--- src/hdl/lir_pkg.sv ---
// lir_pkg: shared constants, codes and types of the linear interpolation resampler.
// Used by lir_lane, lir_div, lir_merge and linear_interp_resampler.
package lir_pkg;

    localparam int LANES         = 4;
    localparam int SAMPLE_W      = 32;
    localparam int TDATA_W       = LANES * SAMPLE_W;
    localparam int STEP_W        = 24;
    localparam int CHAN_W        = 3;
    localparam int OFR_W         = 31;
    localparam int FRAME_W       = 32;
    localparam int MAX_OUT       = 32;
    localparam int CNT_W         = $clog2(MAX_OUT + 1);
    localparam int CFG_IDX_W     = 2;
    localparam int CFG_DATA_W    = OFR_W;
    localparam int FRAC_BITS_DEF = 16;

    localparam logic [STEP_W-1:0] STEP_RST = STEP_W'(65536);
    localparam logic [CHAN_W-1:0] CHAN_RST = CHAN_W'(2);
    localparam logic [OFR_W-1:0]  OFR_RST  = OFR_W'(1);

    typedef enum logic [CFG_IDX_W-1:0] {
        CFG_STEP = 2'd0,
        CFG_CHAN = 2'd1,
        CFG_OFR  = 2'd2
    } t_cfg_idx;

    typedef logic [LANES-1:0][SAMPLE_W-1:0] t_frame;

    typedef struct packed {
        logic load;     // sample operands, start products
        logic finish;   // sum and truncate
    } t_lane_ctl;

    typedef struct packed {
        logic push;       // new lane result into the hold stage
        logic release_;   // hold stage out as last item of the run
        logic sound_end;
    } t_merge_ctl;

    typedef struct packed {
        logic hold_valid;
        logic out_free;
    } t_merge_sts;

endpackage

--- src/hdl/lir_lane.sv ---
// lir_lane: one channel lane, prev*(1-frac) + cur*frac, truncated toward zero.
// Two register stages: products, then sum. Depends on lir_pkg.
module lir_lane #(
    parameter int FRAC_BITS = lir_pkg::FRAC_BITS_DEF
) (
    input  logic                          i_clk,
    input  lir_pkg::t_lane_ctl            i_ctl,
    input  logic [lir_pkg::SAMPLE_W-1:0]  i_prev,
    input  logic [lir_pkg::SAMPLE_W-1:0]  i_cur,
    input  logic [FRAC_BITS-1:0]          i_frac,
    output logic [lir_pkg::SAMPLE_W-1:0]  o_res
);

    localparam int PROD_W = lir_pkg::SAMPLE_W + FRAC_BITS + 1;
    localparam int SUM_W  = PROD_W + 1;

    logic [FRAC_BITS:0]        wp;
    logic signed [PROD_W-1:0]  r_p0;
    logic signed [PROD_W-1:0]  r_p1;
    logic signed [SUM_W-1:0]   sum;
    logic signed [SUM_W-1:0]   shq;
    logic                      rnd;
    logic [SUM_W-1:0]          q;
    logic [lir_pkg::SAMPLE_W-1:0] r_res;

    assign wp = {1'b1, {FRAC_BITS{1'b0}}} - {1'b0, i_frac};

    always_ff @(posedge i_clk) begin
        if (i_ctl.load) begin
            r_p0 <= $signed(i_prev) * $signed({1'b0, wp});
            r_p1 <= $signed(i_cur) * $signed({1'b0, i_frac});
        end
    end

    // arithmetic shift floors; add one back for negative values with a fraction
    assign sum = SUM_W'(r_p0) + SUM_W'(r_p1);
    assign shq = sum >>> FRAC_BITS;
    assign rnd = sum[SUM_W-1] && (sum[FRAC_BITS-1:0] != '0);
    assign q   = shq + {{(SUM_W-1){1'b0}}, rnd};

    always_ff @(posedge i_clk) begin
        if (i_ctl.finish) begin
            r_res <= q[lir_pkg::SAMPLE_W-1:0];
        end
    end

    assign o_res = r_res;

endmodule

--- config.mk ---
export PLATFORM = sky130hd
export DESIGN_NAME = lir_lane
export DESIGN_NICKNAME = d
export VERILOG_FILES = /design/src/hdl/lir_pkg.sv /design/src/hdl/lir_lane.sv
export SDC_FILE = /design/constraint.sdc
export NUM_CORES = 2
export LEC_CHECK = 0
export ABC_CLOCK_PERIOD_IN_PS = 10300
export BUFFER_PORTS_ARGS = -buffer_cell sky130_fd_sc_hd__buf_2
export CORE_MARGIN = 2
export CORE_UTILIZATION = 25
export CTS_BUF_LIST = sky130_fd_sc_hd__clkbuf_4 sky130_fd_sc_hd__clkbuf_8
export DETAILED_ROUTE_END_ITERATION = 12
export PLACE_DENSITY_LB_ADDON = 0.08
export SETUP_SLACK_MARGIN = 0.2
export SLEW_MARGIN = 30
export SYNTH_ARGS = -nofsm -noshare
export SYNTH_HDL_FRONTEND = slang
export SYNTH_SLANG_ARGS = --single-unit
--- constraint.sdc ---
create_clock -name i_clk -period 10.3 [get_ports i_clk]
set_input_delay 0 -clock i_clk [delete_from_list [all_inputs] [get_ports i_clk]]
set_output_delay 0 -clock i_clk [all_outputs]
set_load 0.03 [all_outputs]
Word level (Yosys, flattened, before mapping)
Cells that the tools add are included.

cells by class
  add/subtract/negate cells = 3
  $mul = 2
  divide/modulo/power cells = 0
  order comparisons = 0
  equality and inequality tests = 0
  shift-type cells = 0
  mux-type cells = 0
  bitwise gates (word level) = 0
  reductions and logical operators = 2

operators by type and width
  operator                count
  $add 49x49->50          1
  $mul 32x17->49          1
  $mul 32x18->49          1
  $add 32x2->32           1
  $sub 17x16->17 const A  1
  $reduce_bool 16->1      1
  $logic_and 1x1->1       1

storage, ports and cells
  flip-flop bits (word level) = 130
  bits in latches = 0
  memory bits (writable) = 0
  bits in read-only memories = 0
  input bits = 83
  output and inout port bits = 32
  logic and storage cells = 10
  memories = 0

Depth between registers and ports, before layout
  word-level depth = 4
  depth in mapped cells = 33
  depth with buffers taken out = 30

Worst setup path after synthesis
Ideal clock, no wire load.

  path type = input to register
  start point = input i_frac[2]
  end point = register r_p0[48], data pin
  library setup time = 0.264 ns
  data arrival time = 7.465 ns
  required time = 10.036 ns
  slack = 2.572 ns
  cell stages on the path = 29
  buffers on the path = 2
  path through = clkbuf_1 -> or4_1 -> nor3_1 -> nand2_1 -> nor4_1 -> xnor2_1 -> clkbuf_1 -> nand2_1 -> fa_1 -> inv_1 -> fa_1 -> fa_1 -> fa_1 -> fa_1 -> inv_1 -> fa_1 -> inv_1 -> ha_1 -> and3_1 -> a221o_1 -> a21oi_1 -> o21ai_0 -> a21oi_1 -> o41ai_1 -> o41a_1 -> a41oi_1 -> o21ai_1 -> a221oi_1 -> xnor2_1

between the ends
  cells in the longest elaborated chain, start to end = 2

RTL lines
  what                  line            RTL
  start, declared       lir_lane.sv:10  input logic [FRAC_BITS-1:0] i_frac,
  $sub 17x16->17        lir_lane.sv:26  assign wp = {1'b1, {FRAC_BITS{1'b0}}} - {1'b0, i_frac};
  $mul 32x18->49        lir_lane.sv:30  r_p0 <= $signed(i_prev) * $signed({1'b0, wp});
  end signal, assigned  lir_lane.sv:30
  end, declared         lir_lane.sv:18  logic signed [PROD_W-1:0] r_p0;

Every way passes these cells.
A chain may end at the register's enable or synchronous reset.

Worst setup path in the final report
  start point = input i_frac[5]
  end point = register r_p0[42], data pin

The elaborated chain is that of the path after synthesis.

==> results.cfg <==
[clocking]
cts_buffers = 17
cts.sinks = 130
ctsResizeCount = 0
cts_max_path_buffers = 2
htree_levels = 4
cts-root-buf = clkbuf_8
insertion_delay_ns = 0.57
tritoncts = built
path_clk_slew_ns = 0.09

[cells_and_area]
drive_above_1_share = 0.0489
syn_to_final_growth_pct = 8.12
seq_area_um2 = 3900
fin_util = 0.272
fill_cells = 19000
post-route-cell-area_um2 = 47700
final_nets = 6162
multi_input_area_um2 = 35300

[worst_setup_path]
critical_path_class = in -> reg
arrival_ns = 9.10
reg2reg_to = o_res[29]
required_ns = 10.60
rr_startpoint = r_p1[1]
crit_path_max_incr_delay_ns = 0.71
endpoint_kind = flip-flop
reg2reg_slack_ns = 4.30
crit_fanout = 25
start_kind = input pin
cpMaxStageDelayCell = or4_1
r2r_cells = 19
cpMostUsedCell = fa_1
critical_path.startpoint = i_frac[5]
cp-endpoint = r_p0[42]

[logic_synthesis]
synth-seq-cells = 130
synth_area_leaders = fa_1 (46%), inv_1 (9.9%), edfxtp_1 (8.8%)
synth_common_cells = inv_1 (1160), fa_1 (1006), nand2_1 (702), and2_1 (454), ha_1 (284)
synth_edf_count = 130
netlist_area_um2 = 44100
synth.most_common_cell = inv_1
synth_top_cell_by_area = fa_1
async_reset_ff_frac = 0
synth_top_area_share = 0.456
synth_cell_type_count = 88
avgSynthCellArea_um2 = 9.17
yosys_warnings = 0
synth_nets = 6189
synth_cells = 4816
yosysSeqAreaShare = 0.0884
ys.flop_type = edfxtp_1

[route]
vias_per_cell = 4.36
wire_per_inst_um = 19.5
vias = 31100
drc_errors = 0
initialDrtViolationCount = 1522
finalWirelength_um = 139000
ant_nets = 0
dr.pass1.iters = 5

[sta]
relSlewSlack = 0.381
max_slew.worst_pin.slew_ns = 0.920
fin_crit_sh = 0.854
fmax_ghz = 0.114
hold_violations = 0
finalSetupTns_ns = 0
period_minus_slack_ns = 8.80
drv_slew = 0
fin_ws_ns = 1.50
setup_viol = 0
fin_skew_ns = 0.0255
rsz0062_at_grt = false

[grt]
grt-ovfl-total = 0
grt_max_degree = 57
grt_usage = 0.162
grt_pass1_vias = 35500
grt_pass1_wl_um = 220000
antenna_found_initial = 6

[floorplanning]
initial_core_util = 0.251
die_y_um = 424
die_x_um = 424
coreArea_um2 = 176000
ios = 115
die_area_um2 = 180000
fp-row-count = 154

[placed_design]
io_buffers = 114
gp_congestion = 0.795
dpl_worst_slack_ns = 0.870
dp_hpwl_um = 113000
placed_cell_area_um2 = 47300

[run]
maxCapViolCount = 0

[outcome]
status = completed

[hold_path]
hold_path.class = in -> reg
==> cell usage in the layout, fill, tap and decap left out, types with 6 or more instances in the layout <==
master and count:
nand4_1 19, nor3_1 33, nand2b_1 14, a31oi_1 13, o211ai_1 7, and2_1 454, nand2_1 702, a211oi_1 16
inv_6 7, xnor2_1 109, buf_4 41, a21o_1 75, nor4_1 13, and3_1 16, ha_1 284, clkbuf_8 17
nand3_1 33, fa_1 1006, o21ai_0 65, o21bai_1 21, buf_2 112, nor2_1 90, xor2_1 52, nor2b_1 13
a211o_1 6, inv_1 1160, edfxtp_1 130, o31ai_1 7, o21a_1 16, or3_1 9, xnor2_2 9, a21oi_1 129
a221o_1 6
==> layout make-up <==
cell class,count,share of cell area
diodes,2,0.000105
clock buffers,17,0.00490
clock inverters,15,0.00354
inverters,1160,0.0912
multi-input cells,3325,0.739
flip-flops and latches,130,0.0818
well taps,2340,0.0613
repair buffers,155,0.0186
==> cell families after synthesis <==
family | Yosys count | synth area share
AOI/OAI and AO/OA | 426 | 0.0644
xor gates and xnor gates | 175 | 0.0347
adders and majority gates | 1290 | 0.537
buffers and inverters | 1361 | 0.116
DFF | 130 | 0.0884
muxes | 3 | 0.000680
and+or+nand+nor | 1431 | 0.159
==> layer usage <==
layer,up-vias,part of all wire,track usage
met2,383,0.53,0.301
met4,2,0.022,0.0329
met5,-,0.000086,0
met3,93,0.019,0.0123
li1,14300,-,-
met1,16400,0.43,0.204
==> worst min path at each step <==
stage	start	to	slack, ns	depth (start not counted)
after global placement	o_res[19]	o_res[19]	0.48	1
after detailed placement	o_res[15]	o_res[15]	0.48	1
after global routing	i_cur[0]	r_p1[0]	0.02	2
final	i_cur[0]	r_p1[0]	0.07	2
after floorplan	i_ctl[0]	o_res[0]	0.11	0
after CTS	i_cur[0]	r_p1[0]	0.006	2
==> flip-flops by register name (all words and copies together) (netlist names) <==
name   flops
o_res     32
r_p0      49
r_p1      49
==> timing repair <==
item	in CTS	in global routing
endpoints found under the hold margin	74	0
setup buffers	0	0
hold buffers	2	0
==> worst max-delay path: cells and delay by family <==
kind	cells	cell delay (ns)
AO/OA/AOI/OAI	8	2.32
buffers and inverters	5	0.78
adder cells (fa/ha/maj)	7	3.31
AND/OR/NAND/NOR	7	2.22
XOR/XNOR	2	0.44
==> through the flow <==
| stage | instances | hold WS (ns) |
|---|---|---|
| finish | 7144 | 0.0657 |
| global route | 7143 | 0.0172 |
| CTS | 7142 | 0.00590 |
| detailed placement | 7108 | 0.477 |
| global placement | 7108 | 0.476 |
| floorplan | 4816 | 0.112 |
Power is left out: the tool's default activity adds up to more than one toggle a clock period on the data nets, which glitch-free logic cannot reach.
