### config.mk
export PLATFORM = sky130hd
export DESIGN_NAME = lir_merge
export DESIGN_NICKNAME = d
export VERILOG_FILES = /design/src/hdl/lir_pkg.sv /design/src/hdl/lir_merge.sv
export SDC_FILE = /design/constraint.sdc
export NUM_CORES = 1
export LEC_CHECK = 0
export BUFFER_PORTS_ARGS = -buffer_cell sky130_fd_sc_hd__buf_2
export CELL_PAD_IN_SITES_DETAIL_PLACEMENT = 0
export CELL_PAD_IN_SITES_GLOBAL_PLACEMENT = 1
export CORE_ASPECT_RATIO = 2
export CORE_MARGIN = 4
export CORE_UTILIZATION = 30
export DETAILED_ROUTE_END_ITERATION = 10
export PLACE_DENSITY_LB_ADDON = 0.1
export SLEW_MARGIN = 15
export SYNTH_ARGS = -nofsm -noshare
export SYNTH_HDL_FRONTEND = slang
export SYNTH_SLANG_ARGS = --single-unit
### constraint.sdc
create_clock -name i_clk -period 5.7 [get_ports i_clk]
set_clock_uncertainty 0.1 [all_clocks]
set_input_delay 1.14 -clock i_clk [delete_from_list [all_inputs] [get_ports i_clk]]
set_output_delay 1.14 -clock i_clk [all_outputs]
set_load 0.02 [all_outputs]
### src/hdl/lir_pkg.sv
// lir_pkg: shared constants, codes and types of the linear interpolation resampler.
// Used by lir_lane, lir_div, lir_merge and linear_interp_resampler.
package lir_pkg;

    localparam int LANES         = 4;
    localparam int SAMPLE_W      = 32;
    localparam int TDATA_W       = LANES * SAMPLE_W;
    localparam int STEP_W        = 24;
    localparam int CHAN_W        = 3;
    localparam int OFR_W         = 31;
    localparam int FRAME_W       = 32;
    localparam int MAX_OUT       = 32;
    localparam int CNT_W         = $clog2(MAX_OUT + 1);
    localparam int CFG_IDX_W     = 2;
    localparam int CFG_DATA_W    = OFR_W;
    localparam int FRAC_BITS_DEF = 16;

    localparam logic [STEP_W-1:0] STEP_RST = STEP_W'(65536);
    localparam logic [CHAN_W-1:0] CHAN_RST = CHAN_W'(2);
    localparam logic [OFR_W-1:0]  OFR_RST  = OFR_W'(1);

    typedef enum logic [CFG_IDX_W-1:0] {
        CFG_STEP = 2'd0,
        CFG_CHAN = 2'd1,
        CFG_OFR  = 2'd2
    } t_cfg_idx;

    typedef logic [LANES-1:0][SAMPLE_W-1:0] t_frame;

    typedef struct packed {
        logic load;     // sample operands, start products
        logic finish;   // sum and truncate
    } t_lane_ctl;

    typedef struct packed {
        logic push;       // new lane result into the hold stage
        logic release_;   // hold stage out as last item of the run
        logic sound_end;
    } t_merge_ctl;

    typedef struct packed {
        logic hold_valid;
        logic out_free;
    } t_merge_sts;

endpackage

### src/hdl/lir_merge.sv
// lir_merge: merges lane results into one output item, holds back the latest
// item until its run flags are known, and drives the master stream. Depends on lir_pkg.
module lir_merge (
    input  logic                         i_clk,
    input  logic                         i_rst_n,
    input  lir_pkg::t_merge_ctl          i_ctl,
    input  lir_pkg::t_frame              i_res,
    output lir_pkg::t_merge_sts          o_sts,
    output logic                         o_m_tvalid,
    input  logic                         i_m_tready,
    output logic [lir_pkg::TDATA_W-1:0]  o_m_tdata,
    output logic                         o_m_tlast,
    output logic                         o_m_tuser
);

    lir_pkg::t_frame             r_hold;
    logic                        r_hv;
    logic [lir_pkg::TDATA_W-1:0] r_data;
    logic                        r_ov;
    logic                        r_last;
    logic                        r_user;
    logic                        out_free;
    logic                        load;

    assign out_free = !r_ov || i_m_tready;
    assign load     = (i_ctl.push && r_hv) || i_ctl.release_;

    always_ff @(posedge i_clk) begin
        if (!i_rst_n) begin
            r_hv <= 1'b0;
            r_ov <= 1'b0;
        end else begin
            if (i_ctl.push) begin
                r_hv <= 1'b1;
            end else if (i_ctl.release_) begin
                r_hv <= 1'b0;
            end
            if (load) begin
                r_ov <= 1'b1;
            end else if (i_m_tready) begin
                r_ov <= 1'b0;
            end
        end
    end

    always_ff @(posedge i_clk) begin
        if (i_ctl.push) begin
            r_hold <= i_res;
        end
        if (load) begin
            r_data <= r_hold;
            r_last <= i_ctl.release_;
            r_user <= i_ctl.release_ && i_ctl.sound_end;
        end
    end

    assign o_sts.hold_valid = r_hv;
    assign o_sts.out_free   = out_free;
    assign o_m_tvalid       = r_ov;
    assign o_m_tdata        = r_data;
    assign o_m_tlast        = r_last;
    assign o_m_tuser        = r_user;

endmodule

### After elaboration in Yosys (flattened, before gate mapping)

Index checks and enable logic that the tools add are counted.

* register bits: 260
* bits of input ports: 134
* output and inout bits: 133
* word-level logic and storage cells: 20

* multiplexer cells: 4
* reduce and logical (&&, ||, !) cells: 7

Operator list (count)
* $mux 1: 4
* $reduce_bool 2->1: 2
* $logic_and 1x1->1: 2
* $logic_or 1x1->1: 2
* $logic_not 1->1: 1

### Depth between registers and ports, before layout

* depth after elaboration: 3
* depth in mapped cells: 2

### Least setup slack after synthesis

Ideal clock, no wire load.

* path type: input port to flip-flop
* start: input i_ctl[2] (netlist bit)
* end: register r_data (netlist bit o_m_tdata[0]) (enable)
* library setup time: 0.483 ns
* data arrival time: 3.750 ns
* required time: 5.117 ns
* setup slack: 1.367 ns
* cell stages on the path: 2
* path buffers: 0
* cell sequence: a21oi_1 inv_1

* word-level cells in the longest chain between the ends: 2

RTL lines
* start, declared: RTL line lir_merge.sv:6 `input lir_pkg::t_merge_ctl i_ctl,`
* $logic_and 1x1->1: RTL line lir_merge.sv:26 `assign load = (i_ctl.push && r_hv) || i_ctl.release_;`
* $logic_or 1x1->1: RTL line lir_merge.sv:26
* named net load: RTL line lir_merge.sv:23 `logic load;`
* end signal, assigned: RTL line lir_merge.sv:51 `r_data <= r_hold;`
* end, declared: RTL line lir_merge.sv:18 `logic [lir_pkg::TDATA_W-1:0] r_data;`

The timed path passes the listed nets, and every way through them passes these cells.
A chain may end at the register's enable or synchronous reset.

### Worst setup path in the final report

* start: input i_ctl[2] (netlist bit)
* end: register r_data (netlist bit o_m_tdata[35]) (enable)

The elaborated chain is that of the path after synthesis.

==> reports/results.tsv <==
stage	metric	value	unit
logic_synthesis	synth_top_area_share	98.6	%
critical_path	crit_end	o_m_tdata[35]	
cts	cts_tree	done	
critical_path	crit_chain	buf_6, a21oi_1, inv_6, buf_4	
cts	postCtsResizedCells	0	
final_layout	drive_above_1_share	53.5	%
critical_path	r2r_cells	3	
logic_synthesis	ys_types	10	
floorplanning	io_pins	267	
logic_synthesis	syn_area	7860	um^2
cts	cts_max_path_buffers	3	
cts	clock-root-buffer	clkbuf_16	
critical_path	start_kind	input port	
critical_path	path_max_fanout	103	
critical_path	worstPathArrival	2960	ps
logic_synthesis	synthCells	269	
pwr	p_int	3.26	mW
cts	htree_levels	1	
global_routing	grt_pass1_vias	3945	
critical_path	r2r_start	r_hv	
final_layout	layout.cells.non_filler	919	
final_layout	syn_to_final_growth	32.4	%
pwr	powerDensity	400	nW/um^2
cts	clk_transition_reported_paths	70	ps
pwr	pwr-share-seq	55.8	%
placement	hpwl	11.8	mm
cts	clock_sinks	260	
logic_synthesis	ys_seq_area_share	99.1	%
critical_path	rrSetupSlack	3520	ps
global_routing	antenna_found_initial	2	
final_layout	nets	696	
drt	ant_nets	0	
logic_synthesis	synth_warnings	0	
critical_path	end_kind	flip-flop	
floorplanning	floorplan.initialDensity	30.5	%
drt	dr.max_layer_used	met5	
sta	finalSetupTns	0	ps
cts	cts_setup_buffers	0	
final_layout	fillCellCount	2433	
pwr	vdd_ir_drop_max	0.216	mV
drt	wl_met1	5.17	mm
floorplanning	core.rowCount	83	
drt	drt_iter0_drc	229	
sta	worstMarginPinSlew	950	ps
placement	dp.cells	876	
sta	relSlewSlack	36.7	%
floorplanning	dieArea	29000	um^2
pwr	p_clk_share	37.6	%
drt	wl	16.8	mm
critical_path	startpoint	i_ctl[2]	
placement	port_buffers	266	
critical_path	worst-path-buf-inv	3	
flow_run	max_cap_viol_count	0	
placement	gp_congestion	0.699	
logic_synthesis	synth_top_cell_by_area	edfxtp_1	
hold_path	hold_start	r_hold[102]	
global_routing	grt_usage	11.1	%
pwr	p_switching	896	uW
logic_synthesis	syn_nets	403	
drt	wire_per_inst	18.2	um
sta	hold_viol	0	
pwr	combPwrFrac	6.6	%
sta	rsz0062_at_grt	no	
run_status	status	finished, final reports clean	
cts	cts-buffers-inserted	24	
critical_path	worst-setup-path-type	input port to flip-flop	
sta	slew_violations	0	
drt	met2_length	9.70	mm
critical_path	critPathMaxStageDelay	690	ps
critical_path	critical_path_depth	4	
critical_path	cp_slowest_cell	inv_6	
pwr	leakage	4.03	nW
floorplanning	die_width	122	um
drt	drt-pass1-iter-count	7	
critical_path	cpLargestDelayFamily	buffers and inverters	
drt	wl_met3	1.32	mm
sta	min_period_over_period	50.5	%
drt	vias	3611	
sta	fmax	347	MHz
cts	ctsHoldBuffers	0	
drt	routed_via_density	3.93	
floorplanning	core	25800	um^2
logic_synthesis	ys_seq_elements	260	
critical_path	worstPathRequired	5780	ps
drt	drc	0	
global_routing	grt_overflow	0	
global_routing	grt_max_degree	104	
hold_path	min_path_type	flip-flop to flip-flop	
cts	clock_latency	520	ps
global_routing	grt_pass1_wl	23.5	mm
sta	setup_viol	0	
pwr	p_sw_share	21.6	%
logic_synthesis	syn_area_per_cell	29.2	um^2
floorplanning	die_h	237	um
critical_path	rr_endpoint	o_m_tdata[35]	
sta	period_minus_slack	2880	ps
logic_synthesis	yosys-top-cells-area	edfxtp_1, dfxtp_1, buf_4, nand2b_4, a21boi_2	
[sequential cells by signal, summed over array words and instances, names as in the netlist]
| signal | count |
|---|---|
| o_m_tdata | 128 |
| o_m_tlast | 1 |
| o_m_tuser | 1 |
| o_m_tvalid | 1 |
| r_hold | 128 |
| r_hv | 1 |
[worst min path at each step]
stage                endpoint  slack, ps  cells after the start
2_1_floorplan    o_m_tdata[0]        300                      0
3_3_place_gp    o_m_tdata[63]        300                      0
3_5_place_dp   o_m_tdata[122]        300                      0
4_1_cts         o_m_tdata[87]        310                      0
5_1_grt        o_m_tdata[118]        320                      0
6_report       o_m_tdata[102]        310                      0
[cell usage in the layout (no fill, tap or decap), drive strengths merged]
cell type / n
a21boi: 1
a21oi: 1
and2: 1
buf: 269
bufinv: 2
clkbuf: 28
clkinv: 10
clkinvlp: 1
dfxtp: 2
diode: 1
edfxtp: 258
inv: 2
nand2b: 1
nor2b: 1
o21a: 1
[worst register-to-register path, stage by stage (launching register included)]
cell and delay [ps]:
dfxtp_1 340, a21oi_1 140, inv_6 690, buf_4 560
[cell type report]
| type | count | area (um^2) | share of cell area (%) |
|---|---|---|---|
| clock inverters | 14 | 130 | 1.25 |
| multi-input cells | 6 | 50.0 | 0.481 |
| repair buffers | 269 | 1360 | 13.1 |
| diodes | 1 | 2.50 | 0.0241 |
| well taps | 340 | 425 | 4.09 |
| flip-flops and latches | 260 | 7790 | 74.9 |
| clock buffers | 28 | 637 | 6.12 |
| inverters | 1 | 8.76 | 0.0842 |
[Yosys cell counts]
cell      instances
a21boi_2          1
a21oi_1           1
and2_1            1
buf_4             2
dfxtp_1           2
edfxtp_1        258
inv_1             1
nand2b_4          1
nor2b_1           1
o21a_1            1
[cells by family after synthesis]
logic type / count (synthesis) / synth area share, %
flops: 260 / 99.1
simple gates: 3 / 0.335
buf+inv: 3 / 0.239
compound gates: 3 / 0.303
[routing by layer]
metal | up-vias | track usage (%)
met3 | 30 | 3.06
met5 | - | 0
li1 | 1677 | -
met4 | 2 | 5.30
met1 | 1743 | 10.2
met2 | 159 | 21.6
[power by group through the flow]
| stage | registers [mW] | logic (mW) | clock network [mW] |
|---|---|---|---|
| 6_report | 2.32 | 0.273 | 1.56 |
| 5_1_grt | 2.33 | 0.291 | 1.71 |
| 4_1_cts | 2.32 | 0.282 | 1.63 |
| 3_5_place_dp | 2.36 | 0.281 | 0 |
| 3_3_place_gp | 2.36 | 0.280 | 0 |
| 2_1_floorplan | 2.46 | 0.0211 | 0 |
[per-stage QoR]
stage	utilization [%]	worst slack [ps]	power (mW)	cell area (um^2)	hold WS (ps)
floorplan	-	1370	2.48	7860	300
global placement	37.4	2290	2.64	9630	301
detailed placement	37.4	2220	2.64	9630	305
CTS	40.4	2780	4.24	10400	309
global route	40.4	2650	4.33	10400	319
finish	40.4	2820	4.16	10400	309
No activity file was read; power rests on OpenSTA's default activity.
