<file path="config.mk">
export PLATFORM = sky130hd
export DESIGN_NAME = lir_div
export DESIGN_NICKNAME = d
export VERILOG_FILES = /design/src/hdl/lir_pkg.sv /design/src/hdl/lir_div.sv
export SDC_FILE = /design/constraint.sdc
export NUM_CORES = 1
export LEC_CHECK = 0
export ABC_CLOCK_PERIOD_IN_PS = 4150
export BUFFER_PORTS_ARGS = -buffer_cell sky130_fd_sc_hd__buf_2
export CAP_MARGIN = 25
export CORE_UTILIZATION = 39
export DETAILED_ROUTE_END_ITERATION = 16
export GPL_ROUTABILITY_DRIVEN = 0
export HOLD_SLACK_MARGIN = 0.1
export SETUP_SLACK_MARGIN = 0.15
export SYNTH_ARGS = -nofsm -noshare
export SYNTH_HDL_FRONTEND = slang
export SYNTH_SLANG_ARGS = --single-unit
</file>
<file path="constraint.sdc">
create_clock -name i_clk -period 4.15 [get_ports i_clk]
set_input_delay 0.415 -clock i_clk [delete_from_list [all_inputs] [get_ports i_clk]]
set_output_delay 0.415 -clock i_clk [all_outputs]
set_load 0.02 [all_outputs]
</file>
<file path="src/hdl/lir_pkg.sv">
// lir_pkg: shared constants, codes and types of the linear interpolation resampler.
// Used by lir_lane, lir_div, lir_merge and linear_interp_resampler.
package lir_pkg;

    localparam int LANES         = 4;
    localparam int SAMPLE_W      = 32;
    localparam int TDATA_W       = LANES * SAMPLE_W;
    localparam int STEP_W        = 24;
    localparam int CHAN_W        = 3;
    localparam int OFR_W         = 31;
    localparam int FRAME_W       = 32;
    localparam int MAX_OUT       = 32;
    localparam int CNT_W         = $clog2(MAX_OUT + 1);
    localparam int CFG_IDX_W     = 2;
    localparam int CFG_DATA_W    = OFR_W;
    localparam int FRAC_BITS_DEF = 16;

    localparam logic [STEP_W-1:0] STEP_RST = STEP_W'(65536);
    localparam logic [CHAN_W-1:0] CHAN_RST = CHAN_W'(2);
    localparam logic [OFR_W-1:0]  OFR_RST  = OFR_W'(1);

    typedef enum logic [CFG_IDX_W-1:0] {
        CFG_STEP = 2'd0,
        CFG_CHAN = 2'd1,
        CFG_OFR  = 2'd2
    } t_cfg_idx;

    typedef logic [LANES-1:0][SAMPLE_W-1:0] t_frame;

    typedef struct packed {
        logic load;     // sample operands, start products
        logic finish;   // sum and truncate
    } t_lane_ctl;

    typedef struct packed {
        logic push;       // new lane result into the hold stage
        logic release_;   // hold stage out as last item of the run
        logic sound_end;
    } t_merge_ctl;

    typedef struct packed {
        logic hold_valid;
        logic out_free;
    } t_merge_sts;

endpackage

</file>
<file path="src/hdl/lir_div.sv">
// lir_div: restoring divider, one quotient bit per cycle.
// Used for the skip over outputs beyond the per-item limit. Depends on lir_pkg.
module lir_div #(
    parameter int DW = 49,
    parameter int VW = lir_pkg::STEP_W
) (
    input  logic          i_clk,
    input  logic          i_rst_n,
    input  logic          i_start,
    input  logic [DW-1:0] i_dividend,
    input  logic [VW-1:0] i_divisor,
    output logic          o_done,
    output logic [DW-1:0] o_quot
);

    localparam int DCNT_W = $clog2(DW + 1);

    logic              r_busy;
    logic              r_done;
    logic [DCNT_W-1:0] r_cnt;
    logic [VW-1:0]     r_rem;
    logic [VW-1:0]     r_dv;
    logic [DW-1:0]     r_q;
    logic [VW:0]       trial;
    logic              fits;

    assign trial = {r_rem, r_q[DW-1]};
    assign fits  = trial >= {1'b0, r_dv};

    always_ff @(posedge i_clk) begin
        if (!i_rst_n) begin
            r_busy <= 1'b0;
            r_done <= 1'b0;
            r_cnt  <= '0;
        end else begin
            r_done <= 1'b0;
            if (i_start) begin
                r_busy <= 1'b1;
                r_cnt  <= DCNT_W'(DW);
                r_rem  <= '0;
                r_q    <= i_dividend;
                r_dv   <= i_divisor;
            end else if (r_busy) begin
                r_rem <= fits ? VW'(trial - {1'b0, r_dv}) : trial[VW-1:0];
                r_q   <= {r_q[DW-2:0], fits};
                r_cnt <= r_cnt - 1'b1;
                if (r_cnt == DCNT_W'(1)) begin
                    r_busy <= 1'b0;
                    r_done <= 1'b1;
                end
            end
        end
    end

    assign o_done = r_done;
    assign o_quot = r_q;

endmodule

</file>
-- After elaboration in Yosys (flattened, before gate mapping)
Cells that the tools add are included.
Widths: inputs -> output; s select.
- bitwise gates (word level): 2
- reduce and logical (&&, ||, !) cells: 5
- multiplexer cells: 10
- equality and inequality tests: 1
- $add $sub $neg: 2
- $lt $le $gt $ge: 1
- operators by type and width (kind ; count):
    $mux 49 ; 2
    $mux 24 ; 2
    $ge 25x24->1 ; 1
    $sub 24x24->24 ; 1
    $mux 6 ; 2
    $eq 6x1->1 const B ; 1
    $sub 6x1->6 const B ; 1
    $mux 1 ; 4
    $reduce_and 2->1 ; 2
    $reduce_or 3->1 ; 1
    $not 1->1 ; 2
    $reduce_bool 2->1 ; 1
    $reduce_or 2->1 ; 1
- input bits: 76
- output and inout port bits: 50
- register bits after elaboration: 105
- word-level logic and storage cells: 28

-- Logic depth before layout (Yosys ltp)
Gate-level depths: netlist (run 1).
- depth in word-level cells: 4
- mapped depth: 12
- mapped depth without buffers: 10

-- Least setup slack after synthesis (run 1)
Ideal clock, no wire load.
- kind: input to register
- from: input port i_start
- to: register r_q[0] (netlist: o_quot[0]) (enable)
- stages on the path: 2
- path slack: 1.329 ns
- path buffers: 1
- data required time: 3.713 ns
- setup time: 0.437 ns
- data arrival time: 2.383 ns
- path through: clkbuf_1 o21a_1
- cells in the longest elaborated chain, start to end: 2
- RTL lines (item ; RTL line ; text):
    start, declared ; lir_div.sv:9 ; input logic i_start,
    $reduce_bool 2->1 (no source line) ; -- ;
    $reduce_and 2->1 (no source line) ; -- ;
    end signal, assigned ; lir_div.sv:41 ; r_q <= i_dividend;
    end signal, assigned ; lir_div.sv:45 ; r_q <= {r_q[DW-2:0], fits};
    end, declared ; lir_div.sv:23 ; logic [DW-1:0] r_q;
No other way between the ends.
A chain may end at the register's enable or synchronous reset.

-- Worst setup path after layout (run 1)
- from: register r_rem[19]
- to: register r_rem[9] (data pin)
- cells in the longest elaborated chain, start to end: 3
- RTL lines (item ; RTL line ; text):
    start, declared ; lir_div.sv:21 ; logic [VW-1:0] r_rem;
    start signal, assigned ; lir_div.sv:44 ; r_rem <= fits ? VW'(trial - {1'b0, r_dv}) : trial[VW-1:0];
    $ge 25x24->1 ; lir_div.sv:28 ; assign fits = trial >= {1'b0, r_dv};
    $mux 24 ; lir_div.sv:44 ;
    $mux 24 ; lir_div.sv:43 ; end else if (r_busy) begin
No other way between the ends. The select of a mux whose other input is x is not followed.

==> results.md, run 1 <==
- Yosys top cell area share: slightly below 50%
- Startpoint types: register
- P_leak: 2.78 nW
- DP Wirelength: between 9 and 10 mm
- Setup TNS: 0 ps
- CTS Root Cell: clkbuf_16
- Synth async-reset ratio: 0%
- Worst Hold Class: input port to register
- Worst path depth: 8
- Logic pwr share: 25.8%
- Area Overhead vs Synth: 18.5%
- Post-synthesis cell count: 498
- Clk buf depth: 2
- H-tree levels: 3
- CTS tree: yes
- Post-synth top cells: edfxtp_1 (97), mux2_2 (50), inv_1 (35), a21oi_1 (34), ha_1 (26)
- CP peak stage delay: about 740 ps
- Status: finished, violations left
- Share of layout cells above drive strength 1: between 30% and 40%
- Post-route ant nets: 0
- Die X-Extent: between 100 and 150 um
- Period utilization: approximately three quarters
- CP endpoint: r_rem[9]
- FF-to-FF setup slack: 1040 ps
- Yosys warns: 0
- Largest net degree at the start of global routing: 49
- Drt total wl: 13.9 mm
- Final Setup Violations: 0
- Failing checks: DRC
- #FFs+latches synth: roughly 110
- Setup crit start: r_rem[19]
- CP Capture Type: register
- DIE AREA: between 15000 and 20000 um2
- Vias per cell: approximately 5.4
- CP Buf/Inv Count: 1
- Post-synthesis sequential area ratio: a little over half
- Most common cell in the netlist: edfxtp_1
- Unique masters post-synth: 56
- Critical path's slowest cell: o311ai_4
- CTS Hold Buffers Added: 0
- Required time of the critical path: ~4300 ps
- Slew margin rel.: between 30% and 40%
- Sw Share: a little under a third
- Routed wire per std cell: between 15 and 20 um
- Final Skew: a little under 10 ps
- Clock Latency Late Sink: 360 ps
- Reg clk slew, reported paths: around 80 ps
- Io pins: about 130
- Ant diodes: 0
- Crit Path Max Fanout: 14
- DRC: 2
- Sequential share of power: between 40 and 50%
- Post-synth EDFFs: 97
- Maximum vdd drop: between 0.2 and 0.25 mV
- Initial DRC Count: 265
- Syn_nets: between 600 and 700
- CP delay by family, top: compound AO/OA/AOI/OAI gates
- Post-Layout Cell Count: 805
- Dpl cells: 788
- Fin nets: 719
- Initial Util: between 40% and 50%
- Slew @ Worst Pin: between 900 and 1000 ps
- CTS buffer count: 9
- Clk pwr share: between 20 and 30%
- Yosys top cell by area: edfxtp_1
- Final Util: a little under half
- Worst EP arrival: 3230 ps
- Post-CTS Setup Bufs: 0
- IO Port Bufs: about 130
- First-pass GRT wire length: roughly 23 mm
- Via Count: approximately 4400
- Clk sinks: between 100 and 150
- PnR Total Power: between 2 and 3 mW
- RSZ-0062 raised after global routing: no
- Initial antenna violation count: 0
- Final Critical Period: ~3100 ps
- RR Startpoint: r_rem[19]
- Sw Pwr: 0.893 mW
- Total gr overflow: 0
- Synth Flop Type: edfxtp_1
- Pwr/cell area: slightly above 400 nW/um2
- Fmax: around 0.32 GHz
- Mapped Area: roughly 6000 um2
- Post-cts sizing count: 0
- Pre-antenna DRT Iters: 10
- Max-slew violation count: 0
- Syn avg cell area: roughly 12 um2
- Worst Reg-to-Reg Cells: 8
- Final Hold Viols: 0
- Row cnt: between 40 and 50
- Die height: ~120 um
- Int Power: just under 2 mW
- Reg2reg end: r_rem[9]
- GRT Total Usage: between 10% and 20%
- CP Cell Sequence: ha_1 > and3_1 > a31oi_1 > nand2_1 > o311ai_4 > buf_4 > a211oi_1 > a31o_2
- Vias in the first global route: roughly 4500
- MaxCap Viol Count: 0
- Critical path type: register to register
- Core box area: ~15000 um2
- Synth top area cells: edfxtp_1 (50%), mux2_2 (9.6%), ha_1 (5.5%)
-- worst min-delay path by stage --
| stage | end | slack (ps) | cells after the start | start |
|---|---|---|---|---|
| after floorplan | r_cnt[1] | 470 | 2 | r_cnt[1] |
| after global placement | r_cnt[1] | 480 | 2 | r_cnt[1] |
| after detailed placement | r_cnt[1] | 490 | 2 | r_cnt[1] |
| after CTS | r_dv[10] | 210 | 1 | i_divisor[10] |
| after global routing | r_dv[10] | 200 | 1 | i_divisor[10] |
| final | r_dv[10] | 220 | 1 | i_divisor[10] |
-- sequential cells by signal, summed over array words and instances, names as in the netlist --
name,flops
r_cnt,6
o_done,1
r_busy,1
o_quot,49
r_rem,24
r_dv,24
-- cells in the final DEF, fill, tap and decap left out, types with 5 or more instances in the layout --
cell and count:
ha_1 26, clkbuf_16 9, a21oi_1 34, a211oi_1 6, dfxtp_1 8, mux2_2 50, xnor2_1 15, nor2b_1 7
inv_1 35, edfxtp_1 97, o21ai_0 12, o21ai_1 17, nand3_1 14, nand2b_1 5, nor2_1 24, buf_2 125
a41o_1 5, a21boi_0 5, a31oi_1 7, o211ai_1 6, nor3_1 7, or3_1 6, nand4_1 11, nand2_1 22
-- layout make-up --
cell class | count | area [um2]
Inverter | 35 | 131
Multi-Input combinational cell | 334 | 2530
Tap cell | 184 | 230
Fill cell | 1362 | 7680
Sequential cell | 105 | 3070
Clock inverter | 6 | 47.5
Clock buffer | 10 | 229
Timing Repair Buffer | 131 | 716
-- routing by layer --
layer	global-route usage (%)	vias to the layer above	wire length (um)
met4	5.23	0	151
met2	29.7	129	6420
met1	23.4	2099	6360
li1	-	2120	-
met3	6.36	9	944
met5	0	-	0
-- logic make-up after synthesis --
| logic type | after synthesis | share of synthesized area [%] |
|---|---|---|
| muxes | 51 | 9.75 |
| buffers and inverters | 59 | 4.58 |
| and+or+nand+nor | 118 | 10.7 |
| adders and majority gates | 27 | 5.88 |
| xor gates and xnor gates | 18 | 2.68 |
| AOI/OAI and AO/OA | 120 | 14.1 |
| DFF | 105 | 52.3 |
-- power by group through the flow --
stage               Combinational [mW]  Clock (mW)  Sequential [mW]
finish                           0.743       0.830             1.31
global route                     0.820       0.890             1.32
CTS                              0.740       0.855             1.31
detailed placement               0.737           0             1.33
global placement                 0.721           0             1.33
floorplan                        0.514           0             1.36
-- per-stage QoR --
stage / hold slack, ps / setup slack (ps) / area (um2)
3_5_place_dp: 488 / 1030 / 6670
2_1_floorplan: 469 / 1330 / 5880
4_1_cts: 210 / 1040 / 6940
3_3_place_gp: 480 / 1120 / 6640
6_report: 224 / 1040 / 6960
5_1_grt: 205 / 846 / 6960
Power figures use the tool's default switching activity.
==> run 2, diff against run 1 <==
Settings changed: ABC_CLOCK_PERIOD_IN_PS 4150 to 3000.
Clock period 4.15 ns to 3 ns, I/O delays scaled along.
==> results.md, run 2 (same netlist as run 1, synthesis figures left out) <==
- Status: finished, violations left (unchanged)
- Failing checks: DRC (unchanged)
- Period utilization: 91.4% (was 75.0%)
- GRT Max-Usage Layer: met2 (unchanged)
- RSZ-0062 raised after global routing: no (unchanged)
- Vias in the first global route: 4576 (was 4456)
- Fin nets: 730 (was 719)
- CTS Root Cell: clkbuf_16 (unchanged)
- CP Cell Sequence: inv_1 > ha_1 > fa_2 > and2b_1 > o2111ai_2 > and4b_4 > o21a_1 > or4_1 > a41o_1 > o21ai_2 (was ha_1 > and3_1 > a31oi_1 > nand2_1 > o311ai_4 > buf_4 > a211oi_1 > a31o_2)
- Core box area: 14600 um2 (unchanged)
- Ant diodes: 0 (unchanged)
- Post-Layout Cell Count: 816 (was 805)
- MaxCap Viol Count: 0 (unchanged)
- H-tree levels: 3 (unchanged)
- Drt total wl: 14.2 mm (was 13.9 mm)
- Crit Path Max Fanout: 4 (was 14)
- Routing usage on met1: 23.1% (was 23.4%)
- Required time of the critical path: 3200 ps (was 4270 ps)
- Clk sinks: 105 (unchanged)
- Final Skew: 8.86 ps (was 9.92 ps)
- Max-slew violation count: 0 (unchanged)
- Die X-Extent: 125 um (unchanged)
- Met2 Track Usage GR: 30.6% (was 29.7%)
- Total gr overflow: 0 (unchanged)
- Initial antenna violation count: 0 (unchanged)
- Fmax: 0.365 GHz (was 0.321 GHz)
- Most frequent cells in the layout: buf_2 (125), edfxtp_1 (97), mux2_2 (50) (unchanged)
- Via Count: 4413 (was 4357)
- Die height: 125 um (unchanged)
- GRT Total Usage: 18.8% (was 18.5%)
- FF-to-FF setup slack: 260 ps (was 1040 ps)
- Worst Hold Path EP: r_dv[10] (unchanged)
- Final Hold Viols: 0 (unchanged)
- Vias per cell: 5.41 (about the same)
- Post-route ant nets: 0 (unchanged)
- Worst Hold Class: input port to register (unchanged)
- Setup crit start: o_quot[48] (was r_rem[19])
- First-pass GRT wire length: 23.1 mm (was 22.5 mm)
- CTS buffer count: 9 (unchanged)
- Clk buf depth: 2 (unchanged)
- Pre-antenna DRT Iters: 11 (was 10)
- CTS Hold Buffers Added: 0 (unchanged)
- Layout filler cell count: 1359 (was 1362)
- Reg clk slew, reported paths: 70 ps (was 80 ps)
- RR Startpoint: o_quot[48] (was r_rem[19])
- Max FFs per register: 49 (unchanged)
- Final Setup Violations: 0 (unchanged)
- Pwr/cell area: 569 nW/um2 (was 414 nW/um2)
- Setup TNS: 0 ps (unchanged)
- Share of layout cells above drive strength 1: 36.1% (was 33.8%)
- Critical path type: register to register (unchanged)
- IO Port Bufs: 125 (unchanged)
- P_leak: 2.83 nW (was 2.78 nW)
- Startpoint types: register (unchanged)
- DP Wirelength: 10.1 mm (was 9.79 mm)
- Row cnt: 44 (unchanged)
- Worst EP arrival: 2940 ps (was 3230 ps)
- DIE AREA: 15600 um2 (unchanged)
- Clock Latency Late Sink: 350 ps (was 360 ps)
- Worst Reg-to-Reg Cells: 10 (was 8)
- CP Capture Type: register (unchanged)
- Commonest non-fill, non-tap cell in the layout: buf_2 (unchanged)
- Area Overhead vs Synth: 20.2% (was 18.5%)
- Io pins: 126 (unchanged)
- Slew @ Worst Pin: 710 ps (was 930 ps)
- Largest net degree at the start of global routing: 49 (unchanged)
- Final Critical Period: 2740 ps (was 3110 ps)
- CP delay by family, top: simple AND/OR/NAND/NOR gates (was compound AO/OA/AOI/OAI gates)
- Dpl cells: 794 (was 788)
- Maximum vdd drop: 0.368 mV (was 0.247 mV)
- Critical path's slowest cell: or4_1 (was o311ai_4)
- Slew margin rel.: 52.6% (was 37.8%)
- CP peak stage delay: 470 ps (was 740 ps)
- DRC: 2 (unchanged)
- Reg2reg end: r_rem[20] (was r_rem[9])
- GR Layer Usage met3: 6.70% (was 6.36%)
- Worst hold path depth: 1 (unchanged)
- Initial DRC Count: 207 (was 265)
- Routed wire per std cell: 17.4 um (was 17.2 um)
- CTS tree: yes (unchanged)
- Initial Util: 40.1% (unchanged)
- Critical hold path startpoint: i_divisor[10] (unchanged)
- CP Buf/Inv Count: 1 (unchanged)
==> run 2: how the worst max path moves through the flow <==
stage / cells after the start / end
after floorplan: 10 / r_rem[20]
after global placement: 10 / r_rem[20]
after detailed placement: 10 / r_rem[20]
after CTS: 10 / r_rem[20]
after global routing: 10 / r_rem[20]
final: 10 / r_rem[20]
==> run 2: area by class of cell <==
cell class	instances	area (um2)	area share, %
Clock inverter	3	26.3	0.372
Inverter	35	131	1.86
Timing Repair Buffer	142	778	11.0
Multi-Input combinational cell	334	2570	36.4
Tap cell	184	230	3.26
Sequential cell	105	3070	43.5
Clock buffer	13	250	3.54
==> run 2: per-layer routing <==
layer,vias to the layer above,wire length [um],part of all wire (%)
met5,-,0,0
met4,0,224,1.6
met3,20,1180,8.3
met2,156,6630,47
met1,2094,6130,43
li1,2143,-,-
==> run 2: worst reg2reg max path, delay by kind of cell (launching register included) <==
| family | cells | cell delay, ps |
|---|---|---|
| and+or+nand+nor | 3 | 970 |
| AOI/OAI and AO/OA | 4 | 640 |
| buffers and inverters | 1 | 60 |
| DFF | 1 | 360 |
| adders and majority gates | 2 | 570 |
==> run 2: what timing repair did <==
item / in CTS / in global routing
setup buffers: 0 / 6
resized for setup: 0 / 9
endpoints found under the setup margin: 0 / 13
==> run 2: where the power goes <==
group / switching, mW / internal [mW] / total, mW / leakage, nW
registers: 0.0608 / 1.75 / 1.81 / 0.992
logic: 0.625 / 0.461 / 1.09 / 1.71
clock network: 0.527 / 0.595 / 1.12 / 0.135
total: 1.21 / 2.81 / 4.02 / 2.83
==> run 2: through the flow <==
stage / setup WS [ps] / util [%] / area (um2) / power (mW) / hold slack [ps]
after floorplan: 263 / - / 5880 / 2.60 / 399
after global placement: 295 / 45.7 / 6690 / 2.86 / 480
after detailed placement: 216 / 45.7 / 6690 / 2.88 / 478
after CTS: 181 / 47.6 / 6970 / 4.02 / 110
after global routing: 145 / 48.2 / 7060 / 4.23 / 103
final: 259 / 48.2 / 7060 / 4.02 / 123
